File: src/rtl/gibs_pkg.sv
package gibs_pkg;

    // kept-box list depth and counter widths
    localparam int CELLS      = 256;
    localparam int SLOT_W     = $clog2(CELLS);
    localparam int CNT_W      = $clog2(CELLS + 1);
    localparam int IDX_W      = 13;

    // coordinate and area arithmetic
    localparam int COORD_W    = 16;
    localparam int EXT_W      = COORD_W + 1;
    localparam int AREA_W     = 2 * EXT_W;
    localparam int UNI_W      = AREA_W + 1;
    localparam int THR_W      = 16;
    localparam int IOU_SHIFT  = 15;
    localparam int PROD_W     = THR_W + UNI_W;
    localparam int PIXEL_ONE  = 16;

    // compare pipeline depth, head of ring to compare result
    localparam int IOU_LAT    = 5;
    localparam int DRAIN_W    = $clog2(IOU_LAT);

    // configuration register indexes and reset values
    localparam logic CFG_THRESHOLD = 1'b0;
    localparam logic CFG_MAX_KEEP  = 1'b1;
    localparam logic [THR_W-1:0] THR_RESET  = 16'd22938;
    localparam logic [CNT_W-1:0] KEEP_RESET = CNT_W'(CELLS);

    typedef struct packed {
        logic [COORD_W-1:0] x1;
        logic [COORD_W-1:0] y1;
        logic [COORD_W-1:0] x2;
        logic [COORD_W-1:0] y2;
    } t_box;

    typedef struct packed {
        logic valid;
        logic over;
    } t_iou_res;

endpackage

File: src/rtl/gibs_iou.sv
module gibs_iou
    import gibs_pkg::*;
(
    input  logic             i_clk,
    input  logic             i_rst_n,
    input  logic             i_valid,
    input  t_box             i_cand,
    input  t_box             i_kept,
    input  logic [THR_W-1:0] i_thr,
    output t_iou_res         o_res
);

    // inclusive extent, clamped at zero
    function automatic logic [EXT_W-1:0] f_extent(input logic [COORD_W-1:0] lo,
                                                  input logic [COORD_W-1:0] hi);
        logic [EXT_W-1:0] top;
        logic [EXT_W-1:0] lo_w;
        top  = {1'b0, hi} + EXT_W'(PIXEL_ONE);
        lo_w = {1'b0, lo};
        return (top > lo_w) ? (top - lo_w) : '0;
    endfunction

    logic [COORD_W-1:0] w_ix1, w_iy1, w_ix2, w_iy2;

    logic               r_v1, r_v2, r_v3, r_v4, r_v5;
    logic [EXT_W-1:0]   r_iw, r_ih, r_aw, r_ah, r_bw, r_bh;
    logic [AREA_W-1:0]  r_inter2, r_sa, r_sb;
    logic [AREA_W-1:0]  r_inter3;
    logic [UNI_W-1:0]   r_uni;
    logic [PROD_W-1:0]  r_lhs, r_rhs;
    logic               r_over;

    // intersection corners
    assign w_ix1 = (i_cand.x1 > i_kept.x1) ? i_cand.x1 : i_kept.x1;
    assign w_iy1 = (i_cand.y1 > i_kept.y1) ? i_cand.y1 : i_kept.y1;
    assign w_ix2 = (i_cand.x2 < i_kept.x2) ? i_cand.x2 : i_kept.x2;
    assign w_iy2 = (i_cand.y2 < i_kept.y2) ? i_cand.y2 : i_kept.y2;

    // valid pipeline
    always_ff @(posedge i_clk) begin
        if (!i_rst_n) begin
            r_v1 <= 1'b0;
            r_v2 <= 1'b0;
            r_v3 <= 1'b0;
            r_v4 <= 1'b0;
            r_v5 <= 1'b0;
        end else begin
            r_v1 <= i_valid;
            r_v2 <= r_v1;
            r_v3 <= r_v2;
            r_v4 <= r_v3;
            r_v5 <= r_v4;
        end
    end

    // stage 1: extents
    always_ff @(posedge i_clk) begin
        r_iw <= f_extent(w_ix1, w_ix2);
        r_ih <= f_extent(w_iy1, w_iy2);
        r_aw <= f_extent(i_cand.x1, i_cand.x2);
        r_ah <= f_extent(i_cand.y1, i_cand.y2);
        r_bw <= f_extent(i_kept.x1, i_kept.x2);
        r_bh <= f_extent(i_kept.y1, i_kept.y2);
    end

    // stage 2: areas
    always_ff @(posedge i_clk) begin
        r_inter2 <= AREA_W'(r_iw) * AREA_W'(r_ih);
        r_sa     <= AREA_W'(r_aw) * AREA_W'(r_ah);
        r_sb     <= AREA_W'(r_bw) * AREA_W'(r_bh);
    end

    // stage 3: union, intersection never exceeds either area
    always_ff @(posedge i_clk) begin
        r_uni    <= UNI_W'(r_sa) + UNI_W'(r_sb) - UNI_W'(r_inter2);
        r_inter3 <= r_inter2;
    end

    // stage 4: scale intersection, threshold times union
    always_ff @(posedge i_clk) begin
        r_lhs <= PROD_W'(r_inter3) << IOU_SHIFT;
        r_rhs <= PROD_W'(i_thr) * PROD_W'(r_uni);
    end

    // stage 5: suppress when iou exceeds the threshold
    always_ff @(posedge i_clk) begin
        r_over <= (r_lhs > r_rhs);
    end

    assign o_res.valid = r_v5;
    assign o_res.over  = r_over;

endmodule

File: config.mk
export PLATFORM = sky130hd
export DESIGN_NAME = gibs_iou
export DESIGN_NICKNAME = d
export VERILOG_FILES = /design/src/rtl/gibs_pkg.sv /design/src/rtl/gibs_iou.sv
export SDC_FILE = /design/constraint.sdc
export NUM_CORES = 2
export LEC_CHECK = 0
export BUFFER_PORTS_ARGS = -buffer_cell sky130_fd_sc_hd__buf_2
export CAP_MARGIN = 20
export CORE_MARGIN = 2
export CORE_UTILIZATION = 50
export DETAILED_ROUTE_END_ITERATION = 10
export GPL_TIMING_DRIVEN = 0
export HOLD_SLACK_MARGIN = 0.02
export PLACE_DENSITY = 0.66
export SETUP_SLACK_MARGIN = 0.02
export SLEW_MARGIN = 20
export SYNTH_ARGS = -nofsm -noshare
export SYNTH_HDL_FRONTEND = slang
export SYNTH_SLANG_ARGS = --single-unit
File: constraint.sdc
create_clock -name i_clk -period 17 [get_ports i_clk]
set_clock_uncertainty 0.05 [all_clocks]
set_input_delay 0.85 -clock i_clk [delete_from_list [all_inputs] [get_ports i_clk]]
set_output_delay 0.85 -clock i_clk [all_outputs]
set_load 0.005 [all_outputs]
# ---- After elaboration in Yosys (flattened, before gate mapping)
# Cells that the tools add are included.
dict set report op_classes {
  add_sub_neg 14
  n_mul 4
  magnitude_cmp 11
  muxes 4
}
# cell n
set op_table {}
lappend op_table {{16-bit by 5-bit adder with 17-bit output (second input constant)} 6}
lappend op_table {{17-bit by 16-bit > comparator with 1-bit output} 6}
lappend op_table {{17-bit by 17-bit multiplier with 34-bit output} 3}
lappend op_table {{17-bit by 16-bit subtractor with 17-bit output} 6}
lappend op_table {{16-bit two-way mux} 4}
lappend op_table {{49-bit by 51-bit > comparator with 1-bit output} 1}
lappend op_table {{16-bit by 35-bit multiplier with 51-bit output} 1}
lappend op_table {{34-bit by 34-bit adder with 35-bit output} 1}
lappend op_table {{35-bit by 34-bit subtractor with 35-bit output} 1}
lappend op_table {{16-bit > comparator} 2}
lappend op_table {{16-bit < comparator} 2}
dict set report totals {
  register_bits 364
  output_inout_bits 2
}

# ---- Logic depth before layout (Yosys ltp)
dict set report depth {
  depth_word 4
  depth_mapped 28
  ltp_nobuf 26
}

# ---- Least setup slack after synthesis
# No wires, ideal clock.
dict set report synth_path {
  kind {input to register}
  startpoint {input port i_thr[1]}
  endpoint {register r_rhs[48]}
  t_arrival_ns 6.797
  setup_slack_ns 10.026
  stages 23
  n_path_buf 2
  cell_sequence {clkbuf_1 clkbuf_1 nand2_1 fa_1 fa_1 fa_1 fa_1 inv_1 fa_1 inv_1 fa_1 inv_1 ha_1 a211oi_1 o21ai_0 a211o_1 nor4_1 nor2_1 a21oi_2 o221ai_1 a2111oi_2 o41ai_1 xnor2_1}
}
dict set report synth_via {
  elab_chain_cells 1
}
# item line_no
set synth_lines {}
lappend synth_lines {{start: declaration} gibs_iou.sv:9} ;# input logic [THR_W-1:0] i_thr,
lappend synth_lines {{16-bit by 35-bit multiplier with 51-bit output} gibs_iou.sv:82} ;# r_rhs <= PROD_W'(i_thr) * PROD_W'(r_uni);
lappend synth_lines {{end signal: assignment} gibs_iou.sv:82}
lappend synth_lines {{end: declaration} gibs_iou.sv:30} ;# logic [PROD_W-1:0] r_lhs, r_rhs;
# Every way passes these cells.
# A chain may end at the register's enable or synchronous reset.

# ---- Worst setup path after layout
dict set report layout_path {
  startpoint {input port i_thr[2]}
  endpoint {register r_rhs[46]}
}
# The elaborated chain is that of the path after synthesis.

==> metrics.md <==
| Metric | Value |
|---|---|
| # IOs | `149` |
| R2r endpoint | `r_rhs[46]` |
| Setup slack, reg-to-reg | `8.98 ns` |
| Period Utilization, post-route | `48.8%` |
| Ys async rst share | `0%` |
| Min-delay src | `r_inter3[29]` |
| CP cell instances | `clkbuf_1 -> clkbuf_1 -> nand2_1 -> fa_1 -> fa_1 -> fa_1 -> fa_1 -> inv_1 -> fa_1 -> inv_1 -> fa_1 -> inv_1 -> ha_1 -> a211oi_1 -> o21ai_0 -> nand2b_1 -> o2111ai_1 -> a221oi_1 -> o21ai_0 -> o21ai_0 -> nor2b_1 -> nor2_1 -> xnor2_1` |
| First-pass GRT wire length | `302000 um` |
| Min Tclk post-route | `8.30 ns` |
| Fillers | `12120` |
| Vias | `50489` |
| Rel. slew slack | `29.8%` |
| Synthesized flop and latch total | `364` |
| R2R depth | `22` |
| Initial Util | `50.3%` |
| Area Overhead vs Synth | `6.91%` |
| Setup Buffers After CTS | `0` |
| WL final | `191000 um` |
| Worst-path clk slew | `0.06 ns` |
| Crit Path Category | `in2reg` |
| Finish-stage setup viols | `0` |
| Bufs on Longest Clock Path | `3` |
| Post_cts resized | `0` |
| Worst hold stages | `0` |
| Antenna Nets Post-Route | `0` |
| Status | `completed` |
| Hold crit path type | `reg2reg` |
| Worst-path fanout max | `10` |
| H-Tree Depth | `2` |
| Crit path largest cell delay | `0.83 ns` |
| Ratio of cells with drive above 1 in the final layout | `3.65%` |
| Die Ht | `365 um` |
| DP Wirelength | `162000 um` |
| Detailed Routing Iterations Pass 1 | `6` |
| Initial antenna violation count | `15` |
| Layout Nets | `9661` |
| Crit path buf inv count | `5` |
| Syn avg cell area | `8.70 um2` |
| Critical Path Slowest Stage Cell | `clkbuf_1` |
| Synth Warn # | `0` |
| Mapped Cells | `7478` |
| Rows | `132` |
| CTS tree | `built` |
| Drc violations | `0` |
| Number of synthesized flops with an enable pin | `0` |
| Hold Buf Count CTS | `0` |
| Worst Path Arrival | `8.77 ns` |
| Cts bufs inserted | `44` |
| CP endpoint kind | `flip-flop` |
| CTS sink count | `364` |
| Crit start category | `input port` |
| Final max-slew violation count | `0` |
| CP top delay family | `adder cells` |
| Min-Delay Endpoint | `r_lhs[44]` |
| Post-synth top flop | `dfxtp_1` |
| Worst-skew pair later-pin latency | `0.63 ns` |
| CTS Root Cell | `clkbuf_16` |
| DP Worst Slack | `8.21 ns` |
| Average wire per cell in the routed design | `20.2 um` |
| Max Cap Viol | `0` |
| Setup repair after global routing missed its margin | `false` |
| Final hold violations | `0` |
| GP Congestion | `0.993` |
| Die width | `365 um` |
| Most used cell along the critical path | `fa_1` |
| Seq/Total Area, Yosys | `11.2%` |
| Number of port buffers | `138` |
| Fmax | `121 MHz` |
| Yosys cell types | `78` |
| Min setup slack post-route | `8.70 ns` |
| GRT overflow | `0` |
| Die area | `133000 um2` |
| Core area | `129000 um2` |
| Reg-to-reg critical path startpoint | `r_uni[12]` |
| Worst Path Required | `17.47 ns` |
| Pin count of the biggest net entering global routing | `16` |
| Drt first-iter violations | `3578` |
| Vias in the first global route | `53929` |
| Synthesized area | `65100 um2` |
| Via/cell ratio | `5.35` |
| Net Count, Synth | `9477` |
| Setup TNS | `0 ns` |
| All-Layer GR Usage | `29.6%` |
| Slew @ Worst Pin | `1.05 ns` |
[worst max-delay path by stage]
stage	startpoint	end	slack [ns]	cells past startpoint
after floorplan	i_thr[1]	r_rhs[48]	10.03	23
final	i_thr[2]	r_rhs[46]	8.70	23
after CTS	i_thr[2]	r_rhs[44]	8.84	23
after global placement	i_thr[2]	r_rhs[46]	8.25	23
after detailed placement	i_thr[2]	r_rhs[50]	8.21	22
after global routing	i_thr[2]	r_rhs[44]	8.33	23
[cells in the final DEF (no fill, tap or decap), types with 50 or more instances in the layout]
cell type | netlist | routed
o21ai_0 | 135 | 135
ha_1 | 680 | 680
nand4_1 | 51 | 51
nor2b_1 | 50 | 50
a21o_1 | 134 | 134
buf_2 | 8 | 146
inv_1 | 1665 | 1665
xnor2_1 | 200 | 200
and2_1 | 512 | 512
nand2_1 | 1099 | 1099
dfxtp_1 | 364 | 364
clkbuf_1 | 266 | 270
fa_1 | 1172 | 1172
nand3_1 | 91 | 91
xor2_1 | 62 | 62
a21oi_1 | 236 | 236
nor3_1 | 59 | 59
nor2_1 | 202 | 202
[flip-flops by register name, summed over array words and instances (netlist names), 17 cells and up]
name      cells
r_aw         17
r_ih         17
r_ah         17
r_iw         17
r_inter2     34
r_bh         17
r_inter3     34
r_sa         34
r_uni        35
r_bw         17
r_sb         34
r_rhs        51
r_lhs        34
[synth_stat cells (all sizes together), types with 36 or more instances]
library cell | instances | area, um2
and2 | 512 | 3200
nand3 | 91 | 455
and3 | 36 | 225
nand2b | 37 | 231
dfxtp | 364 | 7290
a21o | 134 | 1010
clkbuf | 266 | 998
xnor2 | 200 | 1750
inv | 1665 | 6250
o21ai | 149 | 753
nor3 | 59 | 295
o21a | 48 | 360
nor2b | 50 | 313
fa | 1172 | 23500
a21oi | 239 | 1210
nand4 | 51 | 319
mux2i | 46 | 460
xor2 | 62 | 543
nor2 | 202 | 758
nand2 | 1099 | 4130
ha | 680 | 8510
[area by class of cell]
cell class,instances,area (um2),share of cell area [%]
clock buffers,54,1210,1.74
well taps,1742,2180,3.13
plain buffers,279,1070,1.54
repair buffers,138,691,0.993
multi-input cells,5170,50500,72.6
diodes,6,15.0,0.0216
inverters,1665,6250,8.98
clock inverters,27,394,0.566
flip-flops and latches,364,7290,10.5
[routing by layer]
metal  up-vias  part of all wire (%)  GRT usage, %
li1      23187                     -             -
met1     25079                    41          37.1
met2      1773                    47          50.1
met3       444                   6.7          4.75
met4         6                   5.3          13.6
met5         -                 0.018             0
[cell families (layout without fill, tap and decap cells)]
logic type	after synthesis	count (layout)	synth area share (%)
buf+inv	1944	2163	11.3
compound gates	780	780	7.81
mux	63	63	1.00
other cells	0	6	0
fa+ha+maj	1852	1852	49.1
flops	364	364	11.2
simple gates	2213	2213	16.1
xor+xnor	262	262	3.53
[metrics by stage]
stage / cell area, um2 / hold WS (ns) / cells / util (%)
final: 69600 / 0.274 / 9445 / 53.8
after global routing: 69600 / 0.277 / 9439 / 53.8
after CTS: 69600 / 0.272 / 9439 / 53.8
after detailed placement: 68000 / 0.262 / 9358 / 52.6
after global placement: 68000 / 0.261 / 9358 / 52.5
after floorplan: 65100 / 0.260 / 7478 / -
[worst register-to-register path: cells and delay by family, from the launching register on]
| kind | cells | cell delay, ns |
|---|---|---|
| buf+inv | 4 | 0.83 |
| xor+xnor | 1 | 0.13 |
| flops | 1 | 0.63 |
| compound gates | 7 | 2.41 |
| simple gates | 3 | 0.38 |
| fa+ha+maj | 7 | 3.52 |
Power is not shown: default switching activity piles up to over one toggle a cycle in this logic, so the estimate is an artifact.
